`src/rtl/jtl_pkg.sv`:
```
`default_nettype none
package jtl_pkg;

   // lexer mode between items
   typedef enum logic [1:0] {
      MODE_IDLE   = 2'd0,
      MODE_STRING = 2'd1,
      MODE_NUMBER = 2'd2,
      MODE_SKIP   = 2'd3
   } mode_type;

   // token kinds
   localparam logic [3:0] TK_LBRACE   = 4'd0;
   localparam logic [3:0] TK_RBRACE   = 4'd1;
   localparam logic [3:0] TK_COLON    = 4'd2;
   localparam logic [3:0] TK_COMMA    = 4'd3;
   localparam logic [3:0] TK_LBRACKET = 4'd4;
   localparam logic [3:0] TK_RBRACKET = 4'd5;
   localparam logic [3:0] TK_STRING   = 4'd6;
   localparam logic [3:0] TK_NUMBER   = 4'd7;
   localparam logic [3:0] TK_BOOLEAN  = 4'd8;
   localparam logic [3:0] TK_NULL     = 4'd9;

   // error codes
   localparam logic [1:0] ERR_NONE        = 2'd0;
   localparam logic [1:0] ERR_OPEN_STRING = 2'd1;
   localparam logic [1:0] ERR_UNEXPECTED  = 2'd2;

   // characters
   localparam logic [7:0] CH_SPACE    = 8'h20;
   localparam logic [7:0] CH_NEWLINE  = 8'h0A;
   localparam logic [7:0] CH_QUOTE    = 8'h22;
   localparam logic [7:0] CH_LBRACE   = 8'h7B;
   localparam logic [7:0] CH_RBRACE   = 8'h7D;
   localparam logic [7:0] CH_COLON    = 8'h3A;
   localparam logic [7:0] CH_COMMA    = 8'h2C;
   localparam logic [7:0] CH_LBRACKET = 8'h5B;
   localparam logic [7:0] CH_RBRACKET = 8'h5D;
   localparam logic [7:0] CH_MINUS    = 8'h2D;
   localparam logic [7:0] CH_DOT      = 8'h2E;
   localparam logic [7:0] CH_ZERO     = 8'h30;
   localparam logic [7:0] CH_NINE     = 8'h39;
   localparam logic [7:0] CH_T        = 8'h74;
   localparam logic [7:0] CH_F        = 8'h66;
   localparam logic [7:0] CH_N        = 8'h6E;

   // letters skipped after the leading letter of a literal
   localparam logic [2:0] SKIP_TRUE_NULL = 3'd3;
   localparam logic [2:0] SKIP_FALSE     = 3'd4;

   // output queue geometry
   localparam int unsigned QUEUE_DEPTH = 4;
   localparam int unsigned QUEUE_AW    = $clog2(QUEUE_DEPTH);

   typedef struct packed {
      logic [3:0] token_type;
      logic [7:0] value_byte;
      logic       has_byte;
      logic       token_end;
      logic [1:0] error_code;
   } token_item_type;

   typedef struct packed {
      token_item_type item;
      logic           run_last;
   } queue_entry_type;

   typedef struct packed {
      logic           valid;
      token_item_type item;
      mode_type       mode;
      logic [2:0]     skip;
   } idle_result_type;

   function automatic token_item_type make_item(input logic [3:0] kind,
                                                input logic [7:0] value,
                                                input logic has, input logic last,
                                                input logic [1:0] err);
      token_item_type t;
      t.token_type = kind;
      t.value_byte = value;
      t.has_byte   = has;
      t.token_end  = last;
      t.error_code = err;
      return t;
   endfunction

   // handle one byte while between tokens
   function automatic idle_result_type idle_byte(input logic [7:0] c);
      idle_result_type r;
      r.valid = 1'b1;
      r.item  = make_item(TK_LBRACE, 8'd0, 1'b0, 1'b1, ERR_NONE);
      r.mode  = MODE_IDLE;
      r.skip  = 3'd0;
      unique case (c)
         CH_SPACE, CH_NEWLINE: r.valid = 1'b0;
         CH_QUOTE: begin
            r.valid = 1'b0;
            r.mode  = MODE_STRING;
         end
         CH_LBRACE:   r.item.token_type = TK_LBRACE;
         CH_RBRACE:   r.item.token_type = TK_RBRACE;
         CH_COLON:    r.item.token_type = TK_COLON;
         CH_COMMA:    r.item.token_type = TK_COMMA;
         CH_LBRACKET: r.item.token_type = TK_LBRACKET;
         CH_RBRACKET: r.item.token_type = TK_RBRACKET;
         CH_T: begin
            r.item = make_item(TK_BOOLEAN, 8'd1, 1'b1, 1'b1, ERR_NONE);
            r.mode = MODE_SKIP;
            r.skip = SKIP_TRUE_NULL;
         end
         CH_F: begin
            r.item = make_item(TK_BOOLEAN, 8'd0, 1'b1, 1'b1, ERR_NONE);
            r.mode = MODE_SKIP;
            r.skip = SKIP_FALSE;
         end
         CH_N: begin
            r.item = make_item(TK_NULL, 8'd0, 1'b0, 1'b1, ERR_NONE);
            r.mode = MODE_SKIP;
            r.skip = SKIP_TRUE_NULL;
         end
         default: begin
            if (c == CH_MINUS || (c >= CH_ZERO && c <= CH_NINE)) begin
               r.item = make_item(TK_NUMBER, c, 1'b1, 1'b0, ERR_NONE);
               r.mode = MODE_NUMBER;
            end else begin
               r.item = make_item(TK_LBRACE, 8'd0, 1'b0, 1'b0, ERR_UNEXPECTED);
            end
         end
      endcase
      return r;
   endfunction

endpackage
`default_nettype wire

```
`src/rtl/json_token_lexer_top.sv`:
```
// Results go into a registered four-entry output queue and leave from its head on rsp_.
// Throughput: one input item per cycle while each makes at most one result item and
// rsp_tready is high; req_tready drops while the queue holds more than two entries, and the
// results of an item that makes two leave one at a time through the queue's single read port.
// Reset: synchronous, active high; lexer returns to idle between tokens, queue empties.
`default_nettype none
module json_token_lexer_top import jtl_pkg::*; (
   input  wire logic        clock,
   input  wire logic        reset,
   input  wire logic        req_tvalid,
   output logic             req_tready,
   input  wire logic [7:0]  req_tdata,   // [7:0] text_byte
   input  wire logic        req_tuser,   // [0] end_of_input
   output logic             rsp_tvalid,
   input  wire logic        rsp_tready,
   output logic [15:0]      rsp_tdata,   // [7:0] value_byte, [8] has_byte,
                                         // [9] token_end, [11:10] error_code, [15:12] zero
   output logic [3:0]       rsp_tuser,   // [3:0] token_type
   output logic             rsp_tlast    // run_last
);

   mode_type        mode_ff, mode_in;
   logic [2:0]      skip_ff, skip_in;
   queue_entry_type queue_ff [QUEUE_DEPTH];
   logic [QUEUE_AW-1:0] wr_ptr_ff, rd_ptr_ff;
   logic [QUEUE_AW:0]   count_ff, count_in;

   token_item_type  res0, res1;
   logic [1:0]      n_res;
   idle_result_type idle_r;
   logic            accept, pop;
   logic [7:0]      c;
   logic            is_num;

   assign c      = req_tdata;
   assign is_num = (c == CH_MINUS) || (c == CH_DOT) || (c >= CH_ZERO && c <= CH_NINE);
   assign idle_r = idle_byte(c);

   // accept only with room for two results
   assign req_tready = (count_ff <= (QUEUE_AW+1)'(QUEUE_DEPTH - 2));
   assign accept     = req_tvalid && req_tready;
   assign rsp_tvalid = (count_ff != '0);
   assign pop        = rsp_tvalid && rsp_tready;

   // decode one item into up to two results and the next mode
   always_comb begin
      res0    = make_item(TK_LBRACE, 8'd0, 1'b0, 1'b0, ERR_NONE);
      res1    = res0;
      n_res   = 2'd0;
      mode_in = mode_ff;
      skip_in = skip_ff;
      if (req_tuser) begin
         mode_in = MODE_IDLE;
         skip_in = 3'd0;
         if (mode_ff == MODE_STRING) begin
            res0  = make_item(TK_STRING, 8'd0, 1'b0, 1'b1, ERR_OPEN_STRING);
            n_res = 2'd1;
         end else if (mode_ff == MODE_NUMBER) begin
            res0  = make_item(TK_NUMBER, 8'd0, 1'b0, 1'b1, ERR_NONE);
            n_res = 2'd1;
         end
      end else begin
         unique case (mode_ff)
            MODE_STRING: begin
               n_res = 2'd1;
               if (c == CH_QUOTE) begin
                  res0    = make_item(TK_STRING, 8'd0, 1'b0, 1'b1, ERR_NONE);
                  mode_in = MODE_IDLE;
               end else begin
                  res0 = make_item(TK_STRING, c, 1'b1, 1'b0, ERR_NONE);
               end
            end
            MODE_NUMBER: begin
               if (is_num) begin
                  res0  = make_item(TK_NUMBER, c, 1'b1, 1'b0, ERR_NONE);
                  n_res = 2'd1;
               end else begin
                  // close the number, then handle the byte afresh
                  res0    = make_item(TK_NUMBER, 8'd0, 1'b0, 1'b1, ERR_NONE);
                  res1    = idle_r.item;
                  n_res   = idle_r.valid ? 2'd2 : 2'd1;
                  mode_in = idle_r.mode;
                  skip_in = idle_r.skip;
               end
            end
            MODE_SKIP: begin
               if (skip_ff != 3'd0) begin
                  skip_in = skip_ff - 3'd1;
                  if (skip_ff == 3'd1) begin
                     mode_in = MODE_IDLE;
                  end
               end else begin
                  res0    = idle_r.item;
                  n_res   = {1'b0, idle_r.valid};
                  mode_in = idle_r.mode;
                  skip_in = idle_r.skip;
               end
            end
            MODE_IDLE: begin
               res0    = idle_r.item;
               n_res   = {1'b0, idle_r.valid};
               mode_in = idle_r.mode;
               skip_in = idle_r.skip;
            end
         endcase
      end
   end

   // advance queue occupancy
   assign count_in = count_ff + (accept ? {1'b0, n_res} : '0) - {{QUEUE_AW{1'b0}}, pop};

   // hold lexer state and queue pointers
   always_ff @(posedge clock) begin
      if (reset) begin
         mode_ff   <= MODE_IDLE;
         skip_ff   <= 3'd0;
         wr_ptr_ff <= '0;
         rd_ptr_ff <= '0;
         count_ff  <= '0;
      end else begin
         if (accept) begin
            mode_ff   <= mode_in;
            skip_ff   <= skip_in;
            wr_ptr_ff <= wr_ptr_ff + n_res[QUEUE_AW-1:0];
         end
         if (pop) begin
            rd_ptr_ff <= rd_ptr_ff + QUEUE_AW'(1);
         end
         count_ff <= count_in;
      end
   end

   // write results into the queue
   always_ff @(posedge clock) begin
      if (accept && n_res != 2'd0) begin
         queue_ff[wr_ptr_ff] <= '{item: res0, run_last: (n_res == 2'd1)};
      end
      if (accept && n_res == 2'd2) begin
         queue_ff[wr_ptr_ff + QUEUE_AW'(1)] <= '{item: res1, run_last: 1'b1};
      end
   end

   // drive the result channel from the queue head
   queue_entry_type head;
   assign head      = queue_ff[rd_ptr_ff];
   assign rsp_tdata = {4'd0, head.item.error_code, head.item.token_end,
                       head.item.has_byte, head.item.value_byte};
   assign rsp_tuser = head.item.token_type;
   assign rsp_tlast = head.run_last;

   // queue never overfills
   a_count_bound: assert property (@(posedge clock) disable iff (reset)
      count_ff <= (QUEUE_AW+1)'(QUEUE_DEPTH))
      else $error("output queue overflow");

   // skip counter is live exactly in skip mode
   a_skip_mode: assert property (@(posedge clock) disable iff (reset)
      (mode_ff == MODE_SKIP) == (skip_ff != 3'd0))
      else $error("skip counter out of step with mode");

   // a pop with no accept drops the count by one
   a_pop_count: assert property (@(posedge clock) disable iff (reset)
      (pop && !accept) |=> (count_ff == $past(count_ff) - (QUEUE_AW+1)'(1)))
      else $error("queue count not decremented");

   // an accepted item that makes two results leaves two more in the queue
   a_two_results: assert property (@(posedge clock) disable iff (reset)
      (accept && n_res == 2'd2 && !pop) |=> (count_ff == $past(count_ff) + (QUEUE_AW+1)'(2)))
      else $error("second result lost");

endmodule
`default_nettype wire
```
`config.mk`:
```
export PLATFORM = sky130hd
export DESIGN_NAME = json_token_lexer_top
export DESIGN_NICKNAME = d
export VERILOG_FILES = /design/src/rtl/jtl_pkg.sv /design/src/rtl/json_token_lexer_top.sv
export SDC_FILE = /design/constraint.sdc
export NUM_CORES = 1
export LEC_CHECK = 0
export BUFFER_PORTS_ARGS = -buffer_cell sky130_fd_sc_hd__buf_2
export CELL_PAD_IN_SITES_DETAIL_PLACEMENT = 0
export CELL_PAD_IN_SITES_GLOBAL_PLACEMENT = 1
export CORE_MARGIN = 2
export CORE_UTILIZATION = 45
export CTS_BUF_LIST = sky130_fd_sc_hd__clkbuf_8
export CTS_CLUSTER_DIAMETER = 50
export DETAILED_ROUTE_END_ITERATION = 6
export HOLD_SLACK_MARGIN = 0.15
export PLACE_DENSITY_LB_ADDON = 0.3
export SETUP_SLACK_MARGIN = 0.15
export SLEW_MARGIN = 20
export SYNTH_ARGS = -nofsm -noshare
export SYNTH_HDL_FRONTEND = slang
export SYNTH_SLANG_ARGS = --single-unit
```
`constraint.sdc`:
```
create_clock -name clock -period 2.9 [get_ports clock]
set_input_delay 0.58 -clock clock [delete_from_list [all_inputs] [get_ports clock]]
set_output_delay 0.58 -clock clock [all_outputs]
set_load 0.005 [all_outputs]
```
==> flow_metrics.tcl, run 1 <==
set metrics [dict create \
    power_switching_uw 888.1 \
    final_antenna_net_count 0 \
    worstSetupStartpointType "input pin" \
    clock-skew-final_ns 0.01348 \
    post_dp_cell_area_um2 5421 \
    numPortBuffers 31 \
    p_leak_nw 2.024 \
    yosys_most_used_dff "sky130_fd_sc_hd__edfxtp_1" \
    die_height_um 106.3 \
    synth_top_cell_area_share 0.3826 \
    total_power_mw 3.128 \
    synth_enable_flop_cells 60 \
    finalMaxSlewViolations 0 \
    synth.area.top_cells "sky130_fd_sc_hd__edfxtp_1, sky130_fd_sc_hd__dfxtp_1, sky130_fd_sc_hd__mux4_2" \
    tritoncts "yes" \
    setup-violations-final 0 \
    cap_viol_max_count 0 \
    vias 3746 \
    layout-drive-gt1-share 0.2923 \
    combinationalPowerShare 0.268 \
    synth_seq_area_share 0.4761 \
    sw_frac_of_total 0.2840 \
    post_drt_via_cell_ratio 5.710 \
    status "finished, final reports clean" \
    worstPathArrival_ns 3.12 \
    cts.reportedPaths.clkPinSlew_ns 0.09 \
    htree_num_levels 3 \
    first_pass_iters 6 \
    finalWorstSetupSlack_ns 0.02398 \
    cts_root_buffer "sky130_fd_sc_hd__clkbuf_8" \
    ffs_latches_synth 82 \
    cts.hold.buffers_added 0 \
    max_freq_ghz 0.3477 \
    floorplan.die_area_um2 11300 \
    instances_no_fill 656 \
    cellInternalPower_mw 2.240 \
    number_of_buffers_between_clock_root_and_the_deepest_sink 2 \
    drt_first_iter_violations 287 \
    syn_inst 434 \
    ys_async_sr_fraction 0 \
    layout_worst_path_cycle_share 0.9917 \
    post_synthesis_average_cell_area_um2 10.85 \
    core.rowCount 37 \
    areaGrowthSynthToFinish_pct 20.72 \
    gp_congestion 0.9116 \
    dp_slack_ns -0.4170 \
    mappedNetlistArea_um2 4710 \
    p_clk_frac 0.292 \
    insertion_delay_ns 0.36 \
    postRouteWirelength_mm 11.82 \
    worst-slew-pin-transition_ns 0.6387 \
    cts_num_sinks 82 \
    start_util 0.4603 \
    pwr_density_cell_nw_per_um2 550.1 \
    total_routing_usage_reported_by_global_routing 0.2226 \
    netlist-cell-type-count 65 \
    layout.core_utilization 0.5557 \
    overflow_after_grt 0 \
    grt_antenna_before_repair 0 \
    synthMostInstantiatedCell "sky130_fd_sc_hd__edfxtp_1" \
    grt_pass1_vias 3741 \
    library_cell_with_the_largest_summed_area_after_synthesis "sky130_fd_sc_hd__edfxtp_1" \
    min_period_ns 2.876 \
    fin_worst_hold_slack_ns 0.4740 \
    synthTopCellsByCount "sky130_fd_sc_hd__edfxtp_1, sky130_fd_sc_hd__nor2_1, sky130_fd_sc_hd__nand2_1, sky130_fd_sc_hd__o22ai_1, sky130_fd_sc_hd__dfxtp_1" \
    timing.max_slew.rel_slack 0.5697 \
    dp_cells 639 \
    grt_pass1_wl_mm 19.28 \
    n_fill_cell 870 \
    detailed_place_hpwl_mm 8.608 \
    tritoncts.num_buffers 9 \
    drcViolationCount 0 \
    vdd_ir_drop_max_mv 0.3909 \
    worst-setup-path-type "input pin to flip-flop" \
    wl_per_cell_um 18.02 \
    antenna_cells_inserted 0 \
    final_net_count 541 \
    critical_path_required_ns 3.15 \
    chip_width_um 106.3 \
    min-delay-path-class "flip-flop to flip-flop" \
    post-route-cell-area_um2 5685 \
    grt_start_max_net_pins 20 \
    seq_power_share 0.440 \
    finalHoldViolCount 0 \
    totalNegativeSetupSlack_ns 0 \
    yosysWarningCount 0 \
    core-area_um2 10230 \
    ioPinCount 36 \
    cp-end-kind "flip-flop" \
    setup_repair_after_global_routing_missed_its_margin "yes" \
    timing.critical_path.fanout_max 4 \
]
## path summary, 6_finish.rpt
check | start | to | slack (ns) | depth (start not counted)
setup / recovery | req_tdata[4] | count_ff[2]$_SDFF_PP0_ | 0.02 | 15
hold / removal | skip_ff[1]$_SDFFE_PP0P_ | skip_ff[1]$_SDFFE_PP0P_ | 0.47 | 2
setup reg to reg | skip_ff[0]$_SDFFE_PP0P_ | count_ff[2]$_SDFF_PP0_ | 0.25 | 15
hold reg to reg | skip_ff[1]$_SDFFE_PP0P_ | skip_ff[1]$_SDFFE_PP0P_ | 0.47 | 2
## critical path, stage by stage
cell,delay [ns]
sky130_fd_sc_hd__buf_6,0.09
sky130_fd_sc_hd__or4_4,0.54
sky130_fd_sc_hd__a211o_4,0.30
sky130_fd_sc_hd__buf_4,0.17
sky130_fd_sc_hd__nand2_1,0.10
sky130_fd_sc_hd__a31oi_4,0.10
sky130_fd_sc_hd__nand2_1,0.08
sky130_fd_sc_hd__ha_1,0.22
sky130_fd_sc_hd__inv_1,0.06
sky130_fd_sc_hd__ha_2,0.16
sky130_fd_sc_hd__inv_2,0.04
sky130_fd_sc_hd__fa_2,0.34
sky130_fd_sc_hd__xnor2_2,0.16
sky130_fd_sc_hd__xnor2_1,0.14
sky130_fd_sc_hd__nor2_1,0.05
## final cells by class
cell class,count,area (µm²),share of cell area
Clock buffer,9,123.9,0.02179
Clock inverter,7,93.84,0.01651
Inverter,15,56.30,0.009903
Multi-Input combinational cell,313,2315,0.4071
Sequential cell,82,2242,0.3944
Tap cell,136,170.2,0.02993
Timing Repair Buffer,94,684.4,0.1204
## layout by cell type (no fill, tap or decap), types with 11 or more instances in the layout
cell | Yosys | routed
sky130_fd_sc_hd__ha_1 | 12 | 11
sky130_fd_sc_hd__nand3_1 | 12 | 11
sky130_fd_sc_hd__o22ai_1 | 28 | 28
sky130_fd_sc_hd__and2_1 | 20 | 20
sky130_fd_sc_hd__inv_1 | 15 | 15
sky130_fd_sc_hd__edfxtp_1 | 60 | 60
sky130_fd_sc_hd__dfxtp_1 | 22 | 22
sky130_fd_sc_hd__nor2_1 | 48 | 48
sky130_fd_sc_hd__buf_4 | 8 | 59
sky130_fd_sc_hd__buf_2 | 11 | 30
sky130_fd_sc_hd__nor3_1 | 13 | 13
sky130_fd_sc_hd__o21ai_0 | 16 | 16
sky130_fd_sc_hd__mux4_2 | 17 | 17
sky130_fd_sc_hd__a21oi_1 | 15 | 15
sky130_fd_sc_hd__nand2_1 | 37 | 35
## state kept, by name (all words and copies together) (netlist names), named ones only
name,count
rd_ptr_ff,2
mode_ff,2
skip_ff,3
count_ff,3
queue_ff,68
wr_ptr_ff,2
## routing by layer
metal | up-vias | track usage | wire [µm]
li1 | 1781 | - | -
met5 | - | 0 | 0
met3 | 19 | 0.04108 | 584
met1 | 1813 | 0.2829 | 5099
met2 | 133 | 0.3736 | 5902
met4 | 0 | 0.09305 | 234
## what timing repair did
item                                    4_1_cts  5_1_grt
setup buffers                                 0        1
resized for setup                             3        6
pin swaps                                     3        5
endpoints found under the setup margin        1       11
hold endpoints to repair                      0        0
## kinds of logic (layout without fill, tap and decap cells)
kind of cell             after synthesis  after routing  synth area share
other                                  1              4         0.0007963
AND/OR/NAND/NOR                      175            175            0.2027
buffers and inverters                 42            125           0.04277
multiplexers                          22             22           0.09192
adder cells (fa/ha/maj)               13             13           0.03613
flip-flops                            82             82            0.4761
XOR/XNOR                               9              9           0.01674
AO/OA/AOI/OAI                         90             90            0.1328
## power groups by stage
stage / logic, mW / registers (mW) / clock network [mW]
after global placement: 0.805 / 1.40 / 0
final: 0.839 / 1.38 / 0.914
after detailed placement: 0.821 / 1.40 / 0
after CTS: 0.846 / 1.37 / 0.929
after global routing: 0.928 / 1.38 / 0.981
after floorplan: 0.551 / 1.39 / 0
Power figures use the tool's default switching activity.
==> run 2, diff against run 1 <==
--- a/config.mk
+++ b/config.mk
@@ -8,7 +8,6 @@
 export BUFFER_PORTS_ARGS = -buffer_cell sky130_fd_sc_hd__buf_2
 export CELL_PAD_IN_SITES_DETAIL_PLACEMENT = 0
 export CELL_PAD_IN_SITES_GLOBAL_PLACEMENT = 1
-export CORE_MARGIN = 2
 export CORE_UTILIZATION = 45
 export CTS_BUF_LIST = sky130_fd_sc_hd__clkbuf_8
 export CTS_CLUSTER_DIAMETER = 50
==> run 2 against run 1 <==
Compared with the run above: via count is 1.8% lower; clock power is 17% lower; sequential share of layout area is 0.27 points higher; design area is 0.68% lower; combinational power is 1% lower; critical endpoint unchanged; routed wire length is 6.0% lower; largest cell class unchanged; count of clock-buffer cells in the layout stayed put; sequential power hardly changed; clock skew is 0.0044 ns lower; first-iteration DRC count is 14% lower; fmax is 1.2% higher; largest power group unchanged; global-route usage is 0.43 points lower.
==> flow_metrics.tcl, run 2 (synthesis results as in run 1) <==
set metrics [dict create \
    die_height_um 104.3 \
    critical_path_required_ns 3.15 \
    instances_no_fill 653 \
    total_power_mw 2.967 \
    number_of_buffers_between_clock_root_and_the_deepest_sink 2 \
    cts_root_buffer "sky130_fd_sc_hd__clkbuf_8" \
    timing.max_slew.rel_slack 0.6302 \
    finalWorstSetupSlack_ns 0.05856 \
    final_net_count 541 \
    totalNegativeSetupSlack_ns 0 \
    cts_num_sinks 82 \
    layout-drive-gt1-share 0.2923 \
    drt_first_iter_violations 247 \
    total_routing_usage_reported_by_global_routing 0.2183 \
    dp_slack_ns -0.4316 \
    cp-end-kind "flip-flop" \
    grt_antenna_before_repair 0 \
    layout_worst_path_cycle_share 0.9798 \
    worstPathArrival_ns 3.09 \
    antenna_cells_inserted 0 \
    setup-violations-final 0 \
    status "finished, final reports clean" \
    overflow_after_grt 0 \
    rr_startpoint "mode_ff[0]$_SDFFE_PP0P_" \
    timing.critical_path.fanout_max 2 \
    worstSetupStartpointType "input pin" \
    setup_repair_after_global_routing_missed_its_margin "yes" \
    ff2ff_path_depth 13 \
    dp_cells 635 \
    wl_per_cell_um 17.02 \
    grt_pass1_wl_mm 18.60 \
    layout.core_utilization 0.5672 \
    worst-setup-path-type "input pin to flip-flop" \
    finalMaxSlewViolations 0 \
    htree_num_levels 3 \
    pwr_density_cell_nw_per_um2 525.4 \
    post_dp_cell_area_um2 5410 \
    worst-slew-pin-transition_ns 0.5488 \
    fin_worst_hold_slack_ns 0.4745 \
    vias 3677 \
    timing.reg2reg.setup_slack_ns 0.26 \
    insertion_delay_ns 0.36 \
    tritoncts "yes" \
    tritoncts.num_buffers 9 \
    detailed_place_hpwl_mm 8.277 \
    p_leak_nw 1.996 \
    vdd_ir_drop_max_mv 0.3459 \
    post_drt_via_cell_ratio 5.631 \
    post-route-cell-area_um2 5647 \
    drcViolationCount 0 \
    largest_register_ffs 68 \
    clock-skew-final_ns 0.009072 \
    gp_congestion 0.9028 \
    core-area_um2 9955 \
    layout_top_registers "queue_ff (68), count_ff (3), skip_ff (3)" \
    worst_min_path_start "skip_ff[1]$_SDFFE_PP0P_" \
    min-delay-path-class "flip-flop to flip-flop" \
    endpoint_of_the_lowest_slack_register_to_register_path "count_ff[2]$_SDFF_PP0_" \
    worst_min_delay_path_endpoint "skip_ff[1]$_SDFFE_PP0P_" \
    cts.reportedPaths.clkPinSlew_ns 0.09 \
    finalHoldViolCount 0 \
    start_util 0.4731 \
    first_pass_iters 5 \
    final_antenna_net_count 0 \
    n_fill_cell 827 \
    cap_viol_max_count 0 \
    ioPinCount 36 \
    core.rowCount 36 \
    largest_register "queue_ff" \
    chip_width_um 104.3 \
    worst_hold_path_cells 2 \
    areaGrowthSynthToFinish_pct 19.90 \
    mostFrequentLayoutCell "sky130_fd_sc_hd__edfxtp_1" \
    postRouteWirelength_mm 11.11 \
    min_period_ns 2.841 \
    max_freq_ghz 0.3519 \
    most_frequent_cells_in_the_layout "sky130_fd_sc_hd__edfxtp_1, sky130_fd_sc_hd__buf_4, sky130_fd_sc_hd__nor2_1" \
    grt_start_max_net_pins 20 \
    floorplan.die_area_um2 10880 \
    grt_pass1_vias 3692 \
    numPortBuffers 31 \
]
==> run 2: changes by cell type in the layout (fill, tap and decap cells not counted) <==
cell	delta
sky130_fd_sc_hd__clkinv_2	-1
sky130_fd_sc_hd__inv_6	+1
sky130_fd_sc_hd__buf_2	-1
sky130_fd_sc_hd__bufinv_16	-2
sky130_fd_sc_hd__clkinvlp_4	+2
sky130_fd_sc_hd__buf_6	+1
==> run 2: layout make-up <==
type	instances	area (µm²)	area share
Inverter	15	56.30	0.009971
Clock buffer	9	123.9	0.02194
Clock inverter	7	52.55	0.009306
Tap cell	133	166.4	0.02947
Multi-Input combinational cell	313	2315	0.4099
Timing Repair Buffer	94	690.7	0.1223
Sequential cell	82	2242	0.3971
==> run 2: worst max-delay path by stage <==
stage                  from                endpoint  cells past startpoint
2_1_floorplan  req_tdata[4]  count_ff[2]$_SDFF_PP0_                     14
3_3_place_gp   req_tdata[4]  count_ff[2]$_SDFF_PP0_                     15
3_5_place_dp   req_tdata[4]  count_ff[2]$_SDFF_PP0_                     15
4_1_cts        req_tdata[4]  count_ff[2]$_SDFF_PP0_                     15
5_1_grt        req_tdata[4]  count_ff[2]$_SDFF_PP0_                     15
6_report       req_tdata[4]  count_ff[2]$_SDFF_PP0_                     15
==> run 2: worst max-delay path: stages <==
cell	delay, ns
sky130_fd_sc_hd__buf_6	0.09
sky130_fd_sc_hd__or4_4	0.53
sky130_fd_sc_hd__a211o_4	0.30
sky130_fd_sc_hd__nand3_2	0.08
sky130_fd_sc_hd__nand2_2	0.07
sky130_fd_sc_hd__a31oi_4	0.15
sky130_fd_sc_hd__nand2_1	0.08
sky130_fd_sc_hd__ha_1	0.27
sky130_fd_sc_hd__inv_1	0.06
sky130_fd_sc_hd__ha_2	0.16
sky130_fd_sc_hd__inv_2	0.03
sky130_fd_sc_hd__fa_2	0.34
sky130_fd_sc_hd__xnor2_2	0.15
sky130_fd_sc_hd__xnor2_1	0.13
sky130_fd_sc_hd__nor2_1	0.05
==> run 2: report_power, final <==
group          switching, mW  internal (mW)
combinational          0.406          0.423
sequential            0.0430           1.33
clock                  0.448          0.315
total                  0.897           2.07
==> run 2: routing by layer <==
layer	vias to the layer above	track usage	share of wire
met4	0	0.1020	0.016
li1	1780	-	-
met1	1783	0.2877	0.46
met3	20	0.03008	0.032
met5	-	0	0
met2	94	0.3553	0.49
==> run 2: what timing repair did <==
action / in CTS / in global routing
gates resized for setup: 3 / 7
buffers inserted: 1 / 1
pin swaps: 3 / 4
hold buffers: 0 / 0
endpoints found under the setup margin: 1 / 2
==> run 3, diff against run 2 <==
==> constraint.sdc (replaced) <==
create_clock -name clock -period 2.5 [get_ports clock]
set_input_delay 0.5 -clock clock [delete_from_list [all_inputs] [get_ports clock]]
set_output_delay 0.5 -clock clock [all_outputs]
set_load 0.005 [all_outputs]
==> run 3 against run 2 <==
Compared with the run above: the run now ends with setup timing left; largest cell class unchanged; hold slack lost 0.026 ns; die area is the same; final cell count grew 5.5%; clock power grew 59%; via count grew 5.3%; critical endpoint unchanged; flip-flop and latch count is the same; clock skew grew 0.0089 ns.
==> flow_metrics.tcl, run 3 (synthesis results as in run 1) <==
set metrics [dict create \
    status "finished with violations" \
    violations "setup timing" \
    cp-end-kind "flip-flop" \
    cap_viol_max_count 0 \
    grtUsageMet1 0.2975 \
    p_leak_nw 2.245 \
    total_routing_usage_reported_by_global_routing 0.2315 \
    top_usage_layer "met2" \
    postRouteWirelength_mm 12.01 \
    ff2ff_path_depth 15 \
    finalMaxSlewViolations 0 \
    numPortBuffers 31 \
    drcViolationCount 0 \
    dp_cells 664 \
    worstPathArrival_ns 3.06 \
    grt_util_met3 0.04386 \
    floorplan.die_area_um2 10880 \
    post_drt_via_cell_ratio 5.621 \
    chip_width_um 104.3 \
    largest_register "queue_ff" \
    core-area_um2 9955 \
    n_fill_cell 847 \
    min-delay-path-class "input pin to flip-flop" \
    wl_per_cell_um 17.43 \
    rr_startpoint "skip_ff[0]$_SDFFE_PP0P_" \
    timing.reg2reg.setup_slack_ns -0.10 \
    dp_slack_ns -0.7874 \
    timing.critical_path.fanout_max 2 \
    detailed_place_hpwl_mm 8.807 \
    mostFrequentLayoutCell "sky130_fd_sc_hd__buf_4" \
    tritoncts "yes" \
    vias 3873 \
    number_of_buffers_between_clock_root_and_the_deepest_sink 2 \
    insertion_delay_ns 0.37 \
    clock-skew-final_ns 0.01802 \
    final_antenna_net_count 0 \
    worst_hold_path_cells 2 \
    largest_register_ffs 68 \
    setup-violations-final 2 \
    overflow_after_grt 0 \
    most_frequent_cells_in_the_layout "sky130_fd_sc_hd__buf_4, sky130_fd_sc_hd__edfxtp_1, sky130_fd_sc_hd__nor2_1" \
    cts_num_sinks 82 \
    worstSetupStartpointType "input pin" \
    met2_usage 0.3912 \
    grt_pass1_vias 3942 \
    finalHoldViolCount 0 \
    instances_no_fill 689 \
    critical_path_required_ns 2.76 \
    worst_min_delay_path_endpoint "count_ff[1]$_SDFF_PP0_" \
    setup_repair_after_global_routing_missed_its_margin "yes" \
    layout-drive-gt1-share 0.3867 \
    cts_root_buffer "sky130_fd_sc_hd__clkbuf_8" \
    grt_antenna_before_repair 0 \
    drt_first_iter_violations 255 \
    core.rowCount 36 \
    layout_worst_path_cycle_share 1.122 \
    grt_pass1_wl_mm 19.68 \
    fin_worst_hold_slack_ns 0.4488 \
    htree_num_levels 3 \
    startpoint "req_tdata[4]" \
    pwr_density_cell_nw_per_um2 625.9 \
    min_period_ns 2.806 \
    grt_start_max_net_pins 18 \
    finalWorstSetupSlack_ns -0.3058 \
    tritoncts.num_buffers 9 \
    layout_top_registers "queue_ff (68), count_ff (3), skip_ff (3)" \
    die_height_um 104.3 \
    worst-setup-path-type "input pin to flip-flop" \
    endpoint_of_the_lowest_slack_register_to_register_path "count_ff[2]$_SDFF_PP0_" \
    final_net_count 577 \
    max_freq_ghz 0.3564 \
    antenna_cells_inserted 0 \
    gp_congestion 0.8589 \
    areaGrowthSynthToFinish_pct 30.58 \
    cts.reportedPaths.clkPinSlew_ns 0.09 \
    ioPinCount 36 \
    worst_min_path_start "reset" \
    first_pass_iters 5 \
    vdd_ir_drop_max_mv 0.5042 \
    start_util 0.4731 \
]
[run 3: how the worst max path moves through the flow]
stage                     slack [ns]  cells past startpoint                     end
after floorplan                -0.54                     14  count_ff[2]$_SDFF_PP0_
after global placement         -0.70                     15  count_ff[2]$_SDFF_PP0_
after detailed placement       -0.79                     15  count_ff[2]$_SDFF_PP0_
after CTS                      -0.30                     15  count_ff[2]$_SDFF_PP0_
after global routing           -0.40                     15  count_ff[2]$_SDFF_PP0_
final                          -0.31                     15  count_ff[2]$_SDFF_PP0_
[run 3: report_power, final]
group	total, mW	internal [mW]	switching (mW)
logic	1.04	0.536	0.504
clock network	1.21	0.672	0.536
registers	1.60	1.54	0.0547
total	3.85	2.75	1.10
[run 3: metrics by stage]
| step | util | cell area, µm² | power (mW) | setup TNS (ns) |
|---|---|---|---|---|
| after floorplan | - | 4762 | 2.253 | -0.8710 |
| after global placement | 0.5672 | 5647 | 2.575 | -15.74 |
| after detailed placement | 0.5672 | 5647 | 2.600 | -19.06 |
| after CTS | 0.5992 | 5964 | 3.822 | -0.4499 |
| after global routing | 0.6178 | 6150 | 4.030 | -0.6184 |
| final | 0.6178 | 6150 | 3.849 | -0.4497 |
[run 3: layout make-up]
cell class / instances / area (µm²) / share of cell area
clock inverter: 7 / 123.9 / 0.02014
inverter: 15 / 56.30 / 0.009156
clock buffer: 9 / 123.9 / 0.02014
multi-input combinational: 313 / 2470 / 0.4016
sequential: 82 / 2245 / 0.3650
timing repair buffer: 130 / 964.7 / 0.1569
tap: 133 / 166.4 / 0.02706
[run 3: worst max-delay path, cell delays in order]
cell	delay [ns]
sky130_fd_sc_hd__buf_6	0.09
sky130_fd_sc_hd__or4_4	0.54
sky130_fd_sc_hd__a211o_4	0.31
sky130_fd_sc_hd__nand3_2	0.09
sky130_fd_sc_hd__nand2_2	0.07
sky130_fd_sc_hd__a31oi_4	0.15
sky130_fd_sc_hd__nand2_1	0.08
sky130_fd_sc_hd__ha_1	0.27
sky130_fd_sc_hd__inv_1	0.06
sky130_fd_sc_hd__ha_2	0.16
sky130_fd_sc_hd__inv_2	0.04
sky130_fd_sc_hd__fa_2	0.35
sky130_fd_sc_hd__xnor2_2	0.15
sky130_fd_sc_hd__xnor2_1	0.15
sky130_fd_sc_hd__nor2_1	0.06
[run 3: metal layers]
metal	part of all wire	wire length [µm]	vias up
met5	0	0	-
met4	0.022	261	0
met3	0.042	501	20
met2	0.49	5942	111
met1	0.44	5300	1890
li1	-	-	1852
[run 3: repair_timing]
item	in CTS	in global routing
setup buffers	2	7
gates resized for setup	12	31
pin swaps	2	11
endpoints found under the setup margin	83	109
hold buffers	0	0
